## config.mk

```make
export PLATFORM = sky130hd
export DESIGN_NAME = tdwd_queue
export DESIGN_NICKNAME = d
export VERILOG_FILES = /design/src/rtl/terminal_display_word_decoder_assert.svh /design/src/rtl/tdwd_pkg.sv /design/src/rtl/tdwd_queue.sv
export SDC_FILE = /design/constraint.sdc
export NUM_CORES = 1
export LEC_CHECK = 0
export BUFFER_PORTS_ARGS = -buffer_cell sky130_fd_sc_hd__buf_4
export CORE_AREA = 2 2 67 69
export CTS_BUF_LIST = sky130_fd_sc_hd__clkbuf_8
export DETAILED_ROUTE_END_ITERATION = 16
export DIE_AREA = 0 0 69 71
export PLACE_DENSITY = 0.8
export SLEW_MARGIN = 20
export SYNTH_ARGS = -nofsm -noshare
export SYNTH_HDL_FRONTEND = slang
export SYNTH_SLANG_ARGS = --single-unit
```

## constraint.sdc

```tcl
create_clock -name clk -period 4.56 [get_ports clk]
set_input_delay 0.456 -clock clk [delete_from_list [all_inputs] [get_ports clk]]
set_output_delay 0.456 -clock clk [all_outputs]
set_load 0.01 [all_outputs]
```

## src/rtl/terminal_display_word_decoder_assert.svh

```systemverilog
// Assertion macros for the terminal display word decoder.
// Used by the back end; expects clk and rst_n in scope.
`ifndef TERMINAL_DISPLAY_WORD_DECODER_ASSERT_SVH
`define TERMINAL_DISPLAY_WORD_DECODER_ASSERT_SVH

// Same-cycle implication.
`define TDWD_ASSERT_NOW(label, a, c, msg) \
    label: assert property (@(posedge clk) disable iff (!rst_n) (a) |-> (c)) else $error(msg);

// Next-cycle implication.
`define TDWD_ASSERT_NEXT(label, a, c, msg) \
    label: assert property (@(posedge clk) disable iff (!rst_n) (a) |=> (c)) else $error(msg);

`endif

```

## src/rtl/tdwd_pkg.sv

```systemverilog
// Shared types and constants of the terminal display word decoder.
// No dependencies.
package tdwd_pkg;

    localparam int GLYPH_WORDS = 1024;
    localparam int GA_W        = 10;

    typedef enum logic [3:0] {
        EV_DOT     = 4'd0,
        EV_LINE    = 4'd1,
        EV_CHAR    = 4'd2,
        EV_GLYPH   = 4'd3,
        EV_ECHO    = 4'd4,
        EV_ERASE   = 4'd5,
        EV_WMODE   = 4'd6,
        EV_TOUCH   = 4'd7,
        EV_STATION = 4'd8
    } ev_kind_t;

    typedef enum logic [2:0] {
        CL_DATA    = 3'd0,
        CL_STATION = 3'd1,
        CL_MODE    = 3'd2,
        CL_COORD   = 3'd3,
        CL_ECHO    = 3'd4,
        CL_ADDR    = 3'd5
    } cls_t;

    localparam logic [2:0] CMD_NOP   = 3'd0;
    localparam logic [2:0] CMD_MODE  = 3'd1;
    localparam logic [2:0] CMD_COORD = 3'd2;
    localparam logic [2:0] CMD_ECHO  = 3'd3;
    localparam logic [2:0] CMD_ADDR  = 3'd4;

    localparam logic [1:0] DM_DOT  = 2'd0;
    localparam logic [1:0] DM_LINE = 2'd1;
    localparam logic [1:0] DM_LOAD = 2'd2;
    localparam logic [1:0] DM_TEXT = 2'd3;

    localparam logic [5:0] CH_ESC     = 6'o77;
    localparam logic [5:0] CH_BS      = 6'o10;
    localparam logic [5:0] CH_FWD     = 6'o11;
    localparam logic [5:0] CH_DOWN    = 6'o12;
    localparam logic [5:0] CH_UP      = 6'o13;
    localparam logic [5:0] CH_HOME    = 6'o14;
    localparam logic [5:0] CH_CR      = 6'o15;
    localparam logic [5:0] CH_SUPER   = 6'o16;
    localparam logic [5:0] CH_SUB     = 6'o17;
    localparam logic [5:0] CH_SET0    = 6'o20;
    localparam logic [5:0] CH_SET1    = 6'o21;
    localparam logic [5:0] CH_SET2    = 6'o22;
    localparam logic [5:0] CH_SET3    = 6'o23;

    localparam logic [5:0] NOP_STATION = 6'o42;
    localparam logic [6:0] KEY_TYPE    = 7'o160;
    localparam logic [15:0] TYPE_BASE  = 16'o360;
    localparam logic [15:0] KEY_BASE   = 16'o200;
    localparam logic [8:0] HOME_Y      = 9'd496;
    localparam logic [GA_W-1:0] GLYPH_LIMIT = 10'd1016;

    typedef struct packed {
        cls_t        cls;
        logic [18:0] word;
    } qent_t;

    typedef struct packed {
        ev_kind_t    kind;
        logic [8:0]  from_x;
        logic [8:0]  from_y;
        logic [8:0]  to_x;
        logic [8:0]  to_y;
        logic [1:0]  char_set;
        logic [5:0]  char_code;
        logic [2:0]  glyph_row;
        logic [15:0] value;
        logic        last;
    } evt_t;

endpackage

```

## src/rtl/tdwd_queue.sv

```systemverilog
// Two-entry queue between the front and back ends.
// Depends on tdwd_pkg.
module tdwd_queue
    import tdwd_pkg::*;
(
    input  logic  clk,
    input  logic  rst_n,
    input  logic  push,
    input  qent_t push_data,
    output logic  full,
    input  logic  pop,
    output logic  avail,
    output qent_t pop_data
);
    qent_t      ent_reg [2];
    logic       wp_reg;
    logic       rp_reg;
    logic [1:0] cnt_reg;

    assign full     = (cnt_reg == 2'd2);
    assign avail    = (cnt_reg != 2'd0);
    assign pop_data = ent_reg[rp_reg];

    always_ff @(posedge clk)
    begin
        if (push)
        begin
            ent_reg[wp_reg] <= push_data;
        end
    end

    always_ff @(posedge clk or negedge rst_n)
    begin
        if (!rst_n)
        begin
            wp_reg  <= 1'b0;
            rp_reg  <= 1'b0;
            cnt_reg <= 2'd0;
        end
        else
        begin
            if (push)
            begin
                wp_reg <= !wp_reg;
            end
            if (pop)
            begin
                rp_reg <= !rp_reg;
            end
            cnt_reg <= cnt_reg + {1'b0, push} - {1'b0, pop};
        end
    end
endmodule

```

==> Word-level counts from Yosys, hierarchy flattened <==
Memory sizes are Yosys's and may differ from the RTL's.
Index checks and enable logic that the tools add are counted.
{ "totals": {"ramBits": 44, "regBits": 4, "mem_count": 1} }
{ "memory_table": {"columns": ["name", "depth", "word_bits", "read_ports", "rd_ports_with_merged_regs", "write_ports", "line_no", "text"], "rows": [
  ["ent_reg", 2, 22, 1, 0, 1, "tdwd_queue.sv:15", "qent_t ent_reg [2];"]
]} }
{ "op_classes": {"n_addsub": 2, "n_mux": 2, "n_reduce_logical": 3, "eq_ne": 1} }
{ "ops": {"columns": ["operator", "n"], "rows": [
  ["$add A2 B1 Y2", 1],
  ["$eq A2 B2 Y1 const B", 1],
  ["$logic_not A1 Y1", 2],
  ["$mux W1", 2],
  ["$reduce_bool A2 Y1", 1],
  ["$sub A2 B1 Y2", 1]
]} }

==> Logic depth before layout (Yosys ltp) <==
{ "logic_depth": {"ltp_word": 2, "ltp_mapped": 5, "mapped_depth_nobuf": 5} }

==> Worst setup path after synthesis <==
OpenSTA, ideal clock, no wires.
{ "synth_path": {"kind": "input to register", "startpoint": "input push", "endpoint": "memory ent_reg[0][0] in the netlist's numbering (enable)", "n_path_buf": 0, "setup_slack_ps": 2680, "arrival_ps": 1476, "cell_stages": 1, "setup_time_ps": 403, "t_required_ps": 4157, "cell_sequence": "nor2b_1"} }
{ "synth_via": {"elab_chain_len": 2} }
{ "synth_lines": {"columns": ["item", "line_no", "text"], "rows": [
  ["start: declaration", "tdwd_queue.sv:8", "input logic push,"],
  ["$mux W1", "tdwd_queue.sv:26", "if (push)"],
  ["$mux W1 (not written as such)", "tdwd_queue.sv:28", "ent_reg[wp_reg] <= push_data;"],
  ["end: declaration", "tdwd_queue.sv:15", null]
]} }
No other way between the ends.

==> metrics.md <==
| Metric | Value |
|---|---|
| # rows | 24 |
| Clock Sinks | 48 |
| Port Buf Inserts | 49 |
| Max frequency | 0.431 GHz |
| Worst Path Required | 4.10 ns |
| Worst Path Max Fanout | 23 |
| Detailed Route Iter0 Violations | 102 |
| Worst-margin pin slew | 0.983 ns |
| Final count of hold timing violations | 0 |
| Initial antenna violation count | 0 |
| Clock transition at path regs | 0.09 ns |
| Cts bufs inserted | 5 |
| DR vias | 913 |
| Max Clock Skew | 0.00596 ns |
| Slew margin rel. | 0.345 |
| Vias/cell | 4.78 |
| Crit start category | flip-flop |
| Post-Syn Nets | 111 |
| Largest net degree at the start of global routing | 24 |
| Worst min path class | primary input to flip-flop |
| Die Footprint | 4900 um^2 |
| Hold depth | 1 |
| Mean area per synthesized cell | 21.6 um^2 |
| DRC Markers | 0 |
| Vias in the first global route | 1094 |
| Unrepaired setup endpoints after global routing | false |
| Sw Ratio | 0.276 |
| Maximum vdd ir drop | 0.000294 V |
| Root Buffer | clkbuf_8 |
| Net Switching | 380 uW |
| CTS tree | done |
| Fin crit period | 2.32 ns |
| Global-route wire length before repair | 5.11 mm |
| Comb power frac | 0.302 |
| Fin. max-slew vios | 0 |
| RePlAce Congestion | 0.719 |
| Antenna Cells | 0 |
| Final instance area | 2330 um^2 |
| Post-DP Area | 2200 um^2 |
| Post-Syn Area | 1790 um^2 |
| Latest clock arrival within the worst-skew pair | 0.30 ns |
| Flop pwr share | 0.478 |
| Final period util | 0.508 |
| Setup TNS | 0 ns |
| Post-DP HPWL | 2.07 mm |
| Flip-flop count of the largest register after layout | 44 |
| Max Cap Viol | 0 |
| Initial Util | 0.426 |
| Number of iterations in the first detailed-routing pass | 4 |
| H-tree depth | 2 |
| PostCTS Resize Cnt | 0 |
| YS warnings | 0 |
| Worst Setup Path Type | flip-flop to output pin |
| Total core area | 4200 um^2 |
| Total GRT Usage | 0.138 |
| Routed WL | 3.10 mm |
| WL per Instance | 16.3 um |
| Clk buf depth | 2 |
| Clock share of power | 0.220 |
| Worst r2r path cells | 5 |
| CP Capture Type | output pin |
| Post-Syn Instances | 83 |
| Internal power | 997 uW |
| Share of cells above drive strength 1 | 0.590 |
| P_leak | 0.905 nW |
| Arr. time, crit path | 1.86 ns |
| Die height | 71 um |
| Setup violations, final | 0 |
| Seq/Total Area, Yosys | 0.794 |
| Overflow after GRT | 0 |
| Post-DRT Antenna Nets | 0 |
| Area growth from synthesis to final layout | 30.4% |
| Yosys reg bits | 48 |
| # IOs | 50 |
| Die width | 69 um |
| Nets | 166 |
| Outcome | finished, final reports clean |
| Post-synth cell types | 11 |
| PwrDens | 590 nW/um^2 |
cell usage in the layout, fill, tap and decap left out:
cell type      count
dlygate4sd3_1      1
buf_4             49
edfxtp_1          44
and2_2             1
xor3_1             1
mux2_2            22
bufinv_16          1
ha_1               2
or2_2              1
dfrtp_1            4
xor2_1             2
inv_1              2
clkbuf_8           5
nor2b_4            1
inv_6              1
nor2b_1            1
clkinvlp_4         1
per-stage QoR:
stage               cells  hold WS, ns  power, mW  setup WS, ns  utilization
floorplan              83        0.160      0.894          2.68            -
global placement      182        0.251       1.06          2.56        0.524
detailed placement    182        0.254       1.09          2.54        0.524
CTS                   191        0.325       1.40          2.20        0.554
global route          191        0.314       1.46          2.10        0.555
finish                191        0.337       1.38          2.24        0.555
critical path: stages (launching register included):
cell and delay (ns):
dfrtp_1 1.00, mux2_2 0.42, buf_4 0.15
cell type report:
cell class                 count  area, um^2
clock buffer                   5        68.8
sequential                    48        1420
timing repair buffer          50         378
inverter                       2        7.51
fill                         341        1870
tap                           52        65.1
multi-input combinational     31         348
clock inverter                 3        46.3
worst paths after layout:
kind / startpoint / endpoint / slack [ns]
worst max-delay path: rp_reg / pop_data[18] / 2.24
worst min-delay path: push_data[6] / ent_reg[1][6] / 0.34
worst max register to register: cnt_reg[0] / cnt_reg[1] / 3.15
worst min register to register: wp_reg / wp_reg / 0.56
max in group asynchronous: rst_n / rp_reg / 3.97
min in group asynchronous: rst_n / cnt_reg[1] / 0.49
metal layers:
metal	GRT usage	vias up	part of all wire
met5	0	-	0
met4	0.0588	0	0.016
met3	0.0427	8	0.053
met2	0.251	31	0.55
met1	0.148	449	0.38
li1	-	425	-
synthesized netlist by cell type, drive strengths merged:
cell / count / area (um^2)
buf: 2 / 22.5
or2: 1 / 6.26
nor2b: 2 / 12.5
xor3: 1 / 23.8
mux2: 22 / 248
xor2: 2 / 17.5
edfxtp: 44 / 1320
dfrtp: 4 / 100
inv: 2 / 7.51
ha: 2 / 25.0
and2: 1 / 6.26
timing repair:
action                                 4_1_cts  5_1_grt
hold buffers                                 1        0
buffers inserted                             0        0
endpoints found under the hold margin        4        0
cells by family after synthesis:
logic type	count (synthesis)	share of synthesized area
muxes	22	0.138
DFF	48	0.794
buffers and inverters	4	0.0168
xor gates and xnor gates	3	0.0231
and+or+nand+nor	4	0.0140
adders and majority gates	2	0.0140
power groups by stage:
stage / Sequential, mW / Clock [mW] / Combinational [mW]
CTS: 0.660 / 0.315 / 0.421
detailed placement: 0.670 / 0 / 0.417
finish: 0.658 / 0.303 / 0.416
global route: 0.674 / 0.333 / 0.448
global placement: 0.661 / 0 / 0.403
floorplan: 0.624 / 0 / 0.270
(Power assumes the default switching activity.)
