<file path="src/rtl/terminal_display_word_decoder_assert.svh">
// Assertion macros for the terminal display word decoder.
// Used by the back end; expects clk and rst_n in scope.
`ifndef TERMINAL_DISPLAY_WORD_DECODER_ASSERT_SVH
`define TERMINAL_DISPLAY_WORD_DECODER_ASSERT_SVH

// Same-cycle implication.
`define TDWD_ASSERT_NOW(label, a, c, msg) \
    label: assert property (@(posedge clk) disable iff (!rst_n) (a) |-> (c)) else $error(msg);

// Next-cycle implication.
`define TDWD_ASSERT_NEXT(label, a, c, msg) \
    label: assert property (@(posedge clk) disable iff (!rst_n) (a) |=> (c)) else $error(msg);

`endif

</file>
<file path="src/rtl/tdwd_pkg.sv">
// Shared types and constants of the terminal display word decoder.
// No dependencies.
package tdwd_pkg;

    localparam int GLYPH_WORDS = 1024;
    localparam int GA_W        = 10;

    typedef enum logic [3:0] {
        EV_DOT     = 4'd0,
        EV_LINE    = 4'd1,
        EV_CHAR    = 4'd2,
        EV_GLYPH   = 4'd3,
        EV_ECHO    = 4'd4,
        EV_ERASE   = 4'd5,
        EV_WMODE   = 4'd6,
        EV_TOUCH   = 4'd7,
        EV_STATION = 4'd8
    } ev_kind_t;

    typedef enum logic [2:0] {
        CL_DATA    = 3'd0,
        CL_STATION = 3'd1,
        CL_MODE    = 3'd2,
        CL_COORD   = 3'd3,
        CL_ECHO    = 3'd4,
        CL_ADDR    = 3'd5
    } cls_t;

    localparam logic [2:0] CMD_NOP   = 3'd0;
    localparam logic [2:0] CMD_MODE  = 3'd1;
    localparam logic [2:0] CMD_COORD = 3'd2;
    localparam logic [2:0] CMD_ECHO  = 3'd3;
    localparam logic [2:0] CMD_ADDR  = 3'd4;

    localparam logic [1:0] DM_DOT  = 2'd0;
    localparam logic [1:0] DM_LINE = 2'd1;
    localparam logic [1:0] DM_LOAD = 2'd2;
    localparam logic [1:0] DM_TEXT = 2'd3;

    localparam logic [5:0] CH_ESC     = 6'o77;
    localparam logic [5:0] CH_BS      = 6'o10;
    localparam logic [5:0] CH_FWD     = 6'o11;
    localparam logic [5:0] CH_DOWN    = 6'o12;
    localparam logic [5:0] CH_UP      = 6'o13;
    localparam logic [5:0] CH_HOME    = 6'o14;
    localparam logic [5:0] CH_CR      = 6'o15;
    localparam logic [5:0] CH_SUPER   = 6'o16;
    localparam logic [5:0] CH_SUB     = 6'o17;
    localparam logic [5:0] CH_SET0    = 6'o20;
    localparam logic [5:0] CH_SET1    = 6'o21;
    localparam logic [5:0] CH_SET2    = 6'o22;
    localparam logic [5:0] CH_SET3    = 6'o23;

    localparam logic [5:0] NOP_STATION = 6'o42;
    localparam logic [6:0] KEY_TYPE    = 7'o160;
    localparam logic [15:0] TYPE_BASE  = 16'o360;
    localparam logic [15:0] KEY_BASE   = 16'o200;
    localparam logic [8:0] HOME_Y      = 9'd496;
    localparam logic [GA_W-1:0] GLYPH_LIMIT = 10'd1016;

    typedef struct packed {
        cls_t        cls;
        logic [18:0] word;
    } qent_t;

    typedef struct packed {
        ev_kind_t    kind;
        logic [8:0]  from_x;
        logic [8:0]  from_y;
        logic [8:0]  to_x;
        logic [8:0]  to_y;
        logic [1:0]  char_set;
        logic [5:0]  char_code;
        logic [2:0]  glyph_row;
        logic [15:0] value;
        logic        last;
    } evt_t;

endpackage

</file>
<file path="src/rtl/tdwd_if.sv">
// Handshake channels of the terminal display word decoder.
// No dependencies.
interface tdwd_word_if;
    logic        valid;
    logic        ready;
    logic [9:0]  station;
    logic [18:0] word;
    modport source (output valid, station, word, input ready);
    modport sink   (input valid, station, word, output ready);
endinterface


</file>
<file path="src/rtl/tdwd_front.sv">
// Front end: accepts words, drops foreign stations and idle commands, classifies.
// Depends on tdwd_pkg and tdwd_if.
module tdwd_front
    import tdwd_pkg::*;
(
    tdwd_word_if.sink words_in,
    input  logic      q_full,
    output logic      q_push,
    output qent_t     q_data
);
    logic       take;
    logic       keep;
    logic [2:0] cmd;

    assign words_in.ready = !q_full;
    assign take = words_in.valid && !q_full;
    assign cmd  = words_in.word[17:15];

    always_comb
    begin
        keep = 1'b1;
        q_data.word = words_in.word;
        q_data.cls  = CL_DATA;
        if (!words_in.word[18])
        begin
            unique case (cmd)
                CMD_NOP:
                begin
                    q_data.cls = CL_STATION;
                    keep = (words_in.word[14:9] == NOP_STATION);
                end
                CMD_MODE:  q_data.cls = CL_MODE;
                CMD_COORD: q_data.cls = CL_COORD;
                CMD_ECHO:  q_data.cls = CL_ECHO;
                CMD_ADDR:  q_data.cls = CL_ADDR;
                default:   keep = 1'b0;
            endcase
        end
    end

    assign q_push = take && keep && (words_in.station == 10'd1);
endmodule

</file>
<file path="src/flat_wrapper.sv">
// flat-port wrapper written by rule: the top's interface ports become plain ports
module tdwd_front_flat import tdwd_pkg::*;
  (q_full, q_push, q_data, words_in_valid, words_in_station, words_in_word, words_in_ready);
  tdwd_word_if words_in_i ();
  input  logic q_full;
  output logic q_push;
  output qent_t q_data;
  input wire logic [$bits(words_in_i.valid)-1:0] words_in_valid;
  input wire logic [$bits(words_in_i.station)-1:0] words_in_station;
  input wire logic [$bits(words_in_i.word)-1:0] words_in_word;
  output wire logic [$bits(words_in_i.ready)-1:0] words_in_ready;
  assign words_in_i.valid = words_in_valid;
  assign words_in_i.station = words_in_station;
  assign words_in_i.word = words_in_word;
  assign words_in_ready = words_in_i.ready;
  tdwd_front u_core (.words_in(words_in_i), .q_full(q_full), .q_push(q_push), .q_data(q_data));
endmodule
</file>
<file path="config.mk">
export PLATFORM = sky130hd
export DESIGN_NAME = tdwd_front_flat
export DESIGN_NICKNAME = d
export VERILOG_FILES = /design/src/rtl/terminal_display_word_decoder_assert.svh /design/src/rtl/tdwd_pkg.sv /design/src/rtl/tdwd_if.sv /design/src/rtl/tdwd_front.sv /design/src/flat_wrapper.sv
export SDC_FILE = /design/constraint.sdc
export NUM_CORES = 1
export LEC_CHECK = 0
export BUFFER_PORTS_ARGS = -buffer_cell sky130_fd_sc_hd__buf_2
export CORE_AREA = 4 4 41 43
export DETAILED_ROUTE_END_ITERATION = 16
export DIE_AREA = 0 0 45 47
export GPL_TIMING_DRIVEN = 0
export PLACE_DENSITY = 0.79
export SLEW_MARGIN = 20
export SYNTH_ARGS = -nofsm -noshare
export SYNTH_HDL_FRONTEND = slang
export SYNTH_SLANG_ARGS = --single-unit
</file>
<file path="constraint.sdc">
create_clock -name vclk -period 0.8
set_input_delay 0.04 -clock vclk [all_inputs]
set_output_delay 0.04 -clock vclk [all_outputs]
set_load 0.05 [all_outputs]
</file>
## Yosys cells after proc, flatten, opt, wreduce, memory -nomap -nowiden

Index checks and enable logic that the tools add are counted.
W data, S select, Z words.

| storage, ports and cells | value |
|---|---|
| register bits after elaboration | 0 |
| input port bits | 31 |
| logic and storage cells | 16 |

| cells by class | value |
|---|---|
| reductions and logical operators | 6 |
| multiplexer cells | 4 |
| equality and inequality tests | 6 |

Operators with widths:

| kind | count |
|---|---|
| $pmux W3 S5 | 1 |
| $eq A10 B1 Y1 const B | 1 |
| $eq A3 B2 Y1 const B | 2 |
| $eq A6 B6 Y1 const B | 1 |
| $reduce_or A4 Y1 | 1 |
| $eq A3 B1 Y1 const B | 1 |
| $eq A3 B3 Y1 const B | 1 |
| $logic_and A1 B1 Y1 | 3 |
| $logic_not A3 Y1 | 1 |
| $mux W3 | 1 |
| $pmux W1 S2 | 1 |
| $logic_not A1 Y1 | 1 |
| $mux W1 | 1 |

## Longest topological paths before layout

Gate-level depths: netlist of the first run.

| logic depth | value |
|---|---|
| depth in word-level cells | 6 |
| gate-level depth with buffers | 3 |
| gate-level depth less buffers | 3 |

## Least setup slack after synthesis of the first run

Ideal clock, no wire load.

| timing | value |
|---|---|
| kind | in2out |
| start | input port words_in_word[12] |
| end | output port q_push |
| arrival | 1.246 ns |
| path buffers | 0 |
| stages | 3 |
| slack | -0.486 ns |
| cell sequence | nor4b_1 > nand3b_1 > a31oi_1 |

| between the ends | value |
|---|---|
| word-level cells in the longest chain between the ends | 5 |

Ends and longest elaborated chain:

| item | line | RTL |
|---|---|---|
| start: declaration | flat_wrapper.sv:10 | `input wire logic [$bits(words_in_i.word)-1:0] words_in_word;` |
| $eq A6 B6 Y1 | tdwd_front.sv:30 | `keep = (words_in.word[14:9] == NOP_STATION);` |
| $pmux W1 S2 | tdwd_front.sv:26 | `unique case (cmd)` |
| $mux W1 | tdwd_front.sv:24 | `if (!words_in.word[18])` |
| $logic_and A1 B1 Y1 (2 in a row) | tdwd_front.sv:41 | `assign q_push = take && keep && (words_in.station == 10'd1);` |
| end: declaration | flat_wrapper.sv:6 | `output logic q_push;` |

No other way between the ends.

## Final worst setup path of the first run

| timing | value |
|---|---|
| start | input port words_in_station[3] |
| end | output port q_push |

| between the ends | value |
|---|---|
| word-level cells in the longest chain between the ends | 2 |

Ends and longest elaborated chain:

| item | line | RTL |
|---|---|---|
| start: declaration | flat_wrapper.sv:9 | `input wire logic [$bits(words_in_i.station)-1:0] words_in_station;` |
| $eq A10 B1 Y1 | tdwd_front.sv:41 |  |
| $logic_and A1 B1 Y1 | tdwd_front.sv:41 |  |

No other way between the ends.

==> results of run 1 <==
what timing repair did:
action                     CTS  global route
gates cloned                 0             0
setup endpoints to repair    2             3
pin swaps                    6             5
gates resized for setup     14             7
setup buffers                1             0
area by class of cell:
type | count | area share
Timing Repair Buffer | 47 | 0.4270
Tap cell | 15 | 0.02773
Buffer | 19 | 0.2107
Multi-Input combinational cell | 16 | 0.3290
Inverter | 1 | 0.005545
where the power goes:
| part | switching, W | total, W | internal, W | leakage (nW) |
|---|---|---|---|---|
| Sequential | 0 | 0 | 0 | 0 |
| Clock | 0 | 0 | 0 | 0 |
| Combinational | 0.000329 | 0.000523 | 0.000194 | 0.346 |
| Total | 0.000329 | 0.000523 | 0.000194 | 0.346 |
placed cells by master, fill, tap and decap left out, types with 2 or more instances in the layout:
cell type	n
nor4_4	2
buf_4	22
nand3b_1	2
buf_2	36
buf_6	7
per-stage QoR:
step | total power, W | hold WS (ps) | std cells | setup TNS, ps
2_1_floorplan | 0.0003354 | 132.1 | 36 | -93.06
3_3_place_gp | 0.0004718 | 382.8 | 97 | -471.8
3_5_place_dp | 0.0004773 | 383.3 | 97 | -514.6
4_1_cts | 0.0005133 | 383.3 | 98 | -187.8
5_1_grt | 0.0005501 | 388.1 | 98 | -250.1
6_report | 0.0005226 | 383.9 | 98 | -190.9
per-layer routing:
| metal | global-route usage | wire, µm | vias up |
|---|---|---|---|
| li1 | - | - | 202 |
| met1 | 0.1267 | 340 | 178 |
| met2 | 0.2034 | 579 | 43 |
| met3 | 0.007663 | 167 | 2 |
| met4 | 0 | 19 | 0 |
| met5 | 0 | 0 | - |
cells by family after synthesis:
| group | share of synthesized area |
|---|---|
| xor gates and xnor gates | 0.03212 |
| and+or+nand+nor | 0.3303 |
| buffers and inverters | 0.5367 |
| AOI/OAI and AO/OA | 0.1009 |
worst min path at each step:
stage / slack (ps) / endpoint / cells after the start / start
finish: 380 / q_data[7] / 2 / words_in_word[7]
global route: 390 / q_data[3] / 2 / words_in_word[3]
global placement: 380 / q_data[8] / 2 / words_in_word[8]
CTS: 380 / q_data[7] / 2 / words_in_word[7]
detailed placement: 380 / q_data[7] / 2 / words_in_word[7]
floorplan: 130 / q_data[21] / 1 / words_in_word[18]
==> results by stage, run 1 <==
Drt:
- The detailed-route wire length per cell is 11.30 µm.
- For this block, the initial DRC count from the detailed router was 0.
- The post-detailed-routing wire length is 1107 µm.
- The number of antenna-violating nets in the routed design is 0.
- The mean number of vias per cell is 4.337.
- In the routed design, unresolved DRC markers number 0.
- The detailed-routing iteration count for the pre-antenna-repair pass is 1.
- The via count of the routed design is 425.

Worst setup path:
- The worst setup path is captured at an output port.
- The slowest stage of the critical path belongs to the cell nor4_4.
- The capture point of the critical path is q_push.
- STA classifies the critical path startpoint as an input port.
- Data on the critical path is required at its endpoint by 760 ps.
- The cell count along the critical path is 5.
- In this design, the stage delay of the slowest critical-path cell is 290 ps.
- The critical path goes through buf_6, nor4_4, o2111ai_2, a31oi_4, buf_6.
- The setup path with the least slack is of type input port to output port.
- Of all nets on the critical path, the largest fanout is 1.
- The timing startpoint of the critical path is words_in_station[3].
- Grouping stages by cell kind, the critical path spends the most delay in compound AO/OA/AOI/OAI gates.
- The number of buffers and inverters on the critical path is 2.
- At the worst endpoint, the arrival time is 950 ps.
- The cell that appears most often on the critical path is buf_6.

Yosys:
- Yosys mapped the design onto 16 distinct sky130hd cell types.
- Among all cell types in the netlist, the one instantiated most often is buf_4.
- The share of the Yosys chip area taken by registers is 0.
- The share of synthesized area in the top cell type comes to 0.5229.
- The area of the mapped netlist is 272.8 µm².
- The number of nets in the synthesized netlist is 67.
- Yosys printed 0 warnings.
- The per-instance average area after synthesis is 7.577 µm².
- By area the synthesized netlist is led by buf_4 52%, nor4_4 7.8%, nand3b_1 5.5%.
- The synthesized design spends more area on one cell type than any other, namely buf_4.
- Sorting the synthesized cells by how often they occur yields 19 x buf_4, 2 x nand3b_1, 2 x nor2_1.
- The synthesized netlist cell count is 36.

Global route:
- The via count of the first global-routing pass is 426.
- Summed over all layers, the global routing overflow is 0.
- The number of antenna violations at the first check in global routing is 0.
- The total global-route track usage is 0.1025.
- The wire length of the first global-routing pass is 1697 µm.
- Entering global routing, the biggest net connects 8 pins.

Status:
- The flow ran to the end, but the final reports show violations.
- The final reports fail on negative setup slack.

Finish:
- The number of nets in the layout is 116.
- After routing the design area is 676.9 µm².
- The final layout contains a sequential cell count of 0.
- The sequential cell area is 0 µm².
- The share of the core filled with cells is 0.5202.
- The number of antenna diodes in the final layout is 0.
- The area growth from synthesis to layout is 148.2%.
- The number of fill cells in the layout is 127.
- Counting the clock-network buffers in the layout gives 0.
- In the final layout, the share of cells above drive strength 1 is 0.9277.
- The area used by multi-input combinational logic is 222.7 µm².

Clock network:
- The number of hold buffers added after CTS is 0.

Timing:
- Across all setup checks in the final design, the least slack found is -190.9 ps.
- The final setup violation count is 1.
- The number of pins with negative max-slew slack in the final report is 0.
- For the pin with the worst max-slew slack, the measured transition is 252.4 ps.
- Subtracting the final worst setup slack from the clock period gives 990.9 ps.
- Derived from the worst setup path, the maximum achievable clock frequency is 1.009 GHz.
- The relative slew slack is 0.8305.
- The portion of the clock cycle consumed by the worst path in the final layout is 1.239.
- Setup repair after global routing could not meet its margin everywhere.
- The final hold violation count came to 0.

Die:
- Measured along the y axis, the die boundary spans 47 µm.
- The placeable core region is 1301 µm².
- Measured along the x axis, the die boundary spans 45 µm.
- The die covers 2115 µm².
- The initialized floorplan defines 13 standard-cell rows.
- The initial core utilization is 0.2096.
- The number of top-level pins is 55.

Placed design:
- Buffers placed on the I/O ports in this run total 46.
- Detailed placement finished with a half-perimeter wire length of 957.4 µm.
- In this run the cell area measured after placement is 574.3 µm².
- The worst slack at placement is -334.3 ps.
- The congestion estimate from routability-driven global placement came to 0.6121.

Pwr:
- The power per unit of standard cell area is 772.1 nW/µm².
- Summed over all cells, the static leakage comes to 0.3463 nW.
- IR analysis of the VDD net gives a maximum drop of 375.3 µV.

Job:
- The tool flagged a number of max-cap violations equal to 0.

Min path:
- The min-delay analysis places its worst path in the category input port to output port.
(Power assumes the default switching activity.)
==> run 2: changes to the inputs <==
==> constraint.sdc (replaced) <==
create_clock -name vclk -period 0.9
set_input_delay 0.045 -clock vclk [all_inputs]
set_output_delay 0.045 -clock vclk [all_outputs]
set_load 0.05 [all_outputs]
==> run 2 against run 1 <==
  * The flow still finishes with violations (negative setup slack)
  * Die area unchanged
  * First-iteration DRC count grew 2
  * Utilization shrank 4.8 points
  * Combinational power down 17%
  * Via count down 5.2%
  * Critical path depth unchanged
  * Wire length down 7.6%
  * Largest power group unchanged
==> results by stage, run 2 (same netlist as run 1, synthesis figures left out) <==
Worst setup path:
- The worst path arrival time is 940 ps (was 950 ps).
- The worst-path maximum fanout is 1 (unchanged).
- The sort of element at the start of the critical path is an input port (unchanged).
- CP Cell Sequence: buf_6, nor4bb_4, o2111ai_2, a31oi_2, buf_6 (was buf_6, nor4_4, o2111ai_2, a31oi_4, buf_6).
- The type of element capturing the critical path is an output port (unchanged).
- The cell at the slowest stage of the critical path is nor4bb_4 (was nor4_4).
- The delay of the slowest critical-path stage is 290 ps (about the same).
- The critical path class is input port to output port (unchanged).
- The data required time at the worst endpoint is 850 ps (was 760 ps).
- The most numerous cell on the critical path is buf_6 (unchanged).

Finish:
- The area growth from synthesis to layout is 125.2% (was 148.2%).
- The share of the core filled with cells is 0.4721 (was 0.5202).
- The number of sequential cells in the layout was 0 (unchanged).
- The most common cell after layout, fill and taps aside is buf_2 (unchanged).
- The number of nets in the layout came to 115 (was 116).
- The cell area after layout was 614.3 µm² (was 676.9 µm²).
- The number of clock buffer instances in the layout is 0 (unchanged).
- The number of fill cells in the layout came to 125 (was 127).
- Most frequent cells in the layout: 40 x buf_2, 20 x buf_4, 5 x buf_6 (was 36 x buf_2, 22 x buf_4, 7 x buf_6).
- The area used by multi-input combinational logic is 185.2 µm² (was 222.7 µm²).
- The sequential cell area is 0 µm² (unchanged).
- The antenna cell count came to 0 (unchanged).
- The fraction of final layout cells sized beyond drive strength 1 was 0.9146 (was 0.9277).

Global route:
- The residual overflow from global routing is 0 (unchanged).
- The largest net degree at the start of global routing was 8 (unchanged).
- The total global-route track usage is 0.07789 (was 0.1025).
- The number of antenna violations at the first check in global routing is 0 (unchanged).
- The via count of the first global-routing pass is 362 (was 426).
- The wire length of the first global-routing pass was 1317 µm (was 1697 µm).

Pwr:
- The power per unit of standard cell area was 705.4 nW/µm² (was 772.1 nW/µm²).
- The worst IR drop on VDD is 338.8 µV (was 375.3 µV).
- The reported leakage power came to 0.3312 nW (was 0.3463 nW).

Die:
- The horizontal extent of the die is 45 µm (unchanged).
- The number of top-level pins came to 55 (unchanged).
- The placeable core region is 1301 µm² (unchanged).
- The overall die height is 47 µm (unchanged).
- The overall die area was 2115 µm² (unchanged).
- The initial core utilization is 0.2096 (unchanged).
- The row count is 13 (unchanged).

Timing:
- The worst path in the final design needs a cycle of 981.2 ps, including I/O delays and setup.
- The number of pins with negative max-slew slack in the final report is 0 (unchanged).
- Unrepaired setup endpoints after global routing: yes (unchanged).
- The setup TNS was -81.17 ps (was -190.9 ps).
- The relative slew slack came to 0.8324 (was 0.8305).
- The final hold violation count came to 0 (unchanged).
- For this run, the top clock speed supported by timing is 1.019 GHz.
- Of the available clock period, the critical path in the final layout requires 1.090.
- The pin slew with the least headroom to its limit is 253.1 ps (was 252.4 ps).
- The final setup violation count is 1 (unchanged).
- The final worst slack came to -81.17 ps (was -190.9 ps).

Drt:
- The detailed-route wire length per cell is 10.55 µm (was 11.30 µm).
- The mean number of vias per cell was 4.155 (was 4.337).
- The post-detailed-routing wire length is 1023 µm (was 1107 µm).
- The detailed-routing iteration count for the pre-antenna-repair pass is 2 (was 1).
- The number of DRC violations after detailed routing is 0 (unchanged).
- The via count of the routed design came to 403 (was 425).
- The number of violations reported at the end of detailed-routing iteration 0 is 2 (was 0).
- The number of antenna-violating nets in the routed design is 0 (unchanged).

Placed design:
- The count of input and output buffers is 46 (unchanged).
- The placer's final routability congestion estimate is 0.6306 (was 0.6121).
- The post-detailed-placement cell area is 541.8 µm² (was 574.3 µm²).

Status:
- Violations in the final reports: negative setup slack (unchanged).
- Outcome: finished with violations (unchanged).

Clock network:
- The number of hold buffers added after CTS is 0 (unchanged).
- The number of setup buffers added after CTS was 0 (was 1).

Job:
- The total of max-cap violations came to 0 (unchanged).

Min path:
- The type of the worst min-delay path is input port to output port (unchanged).
- The depth of the worst hold-timing path is 2 (unchanged).
==> run 2: changes by cell type in the layout (fill, tap and decap cells not counted), sizes merged <==
cell	change
clkbuf	-1
==> run 2: worst paths after layout <==
kind,startpoint,to,slack (ps)
max,words_in_station[1],q_push,-80
min,words_in_word[4],q_data[4],390
==> run 2: repair_timing <==
item | in CTS | in global routing
endpoints found under the setup margin | 2 | 2
hold endpoints to repair | 0 | 0
resized for setup | 8 | 5
pin swaps | 5 | 3
==> run 2: area by class of cell <==
class | count | area share
multi-input cells | 16 | 0.3014
inverters | 1 | 0.006110
repair buffers | 46 | 0.4297
well taps | 15 | 0.03055
plain buffers | 19 | 0.2322
==> run 2: where the power goes <==
group	leakage, nW	total [W]	switching (W)	internal [W]
registers	0	0	0	0
clock network	0	0	0	0
logic	0.331	0.000433	0.000277	0.000157
total	0.331	0.000433	0.000277	0.000157
==> run 2: worst max-delay path: cells and delay by family <==
kind | cells | cell delay [ps]
buffers and inverters | 2 | 270
AOI/OAI and AO/OA | 2 | 330
and+or+nand+nor | 1 | 290
==> run 2: metrics by stage <==
stage	setup slack [ps]	cells	hold WS (ps)	power, W
global placement	-228.1	97	392.9	0.0004018
floorplan	-150.9	36	178.4	0.0002889
global route	-160.1	97	395.6	0.0004558
finish	-81.17	97	391.9	0.0004334
detailed placement	-240.4	97	393.0	0.0004049
CTS	-81.74	97	393.2	0.0004216
==> run 2: layer usage <==
metal,GRT usage,vias to the layer above,wire length (µm)
li1,-,199,-
met1,0.08764,170,324
met2,0.1667,34,559
met3,0.003831,0,138
met4,0,0,0
met5,0,-,0
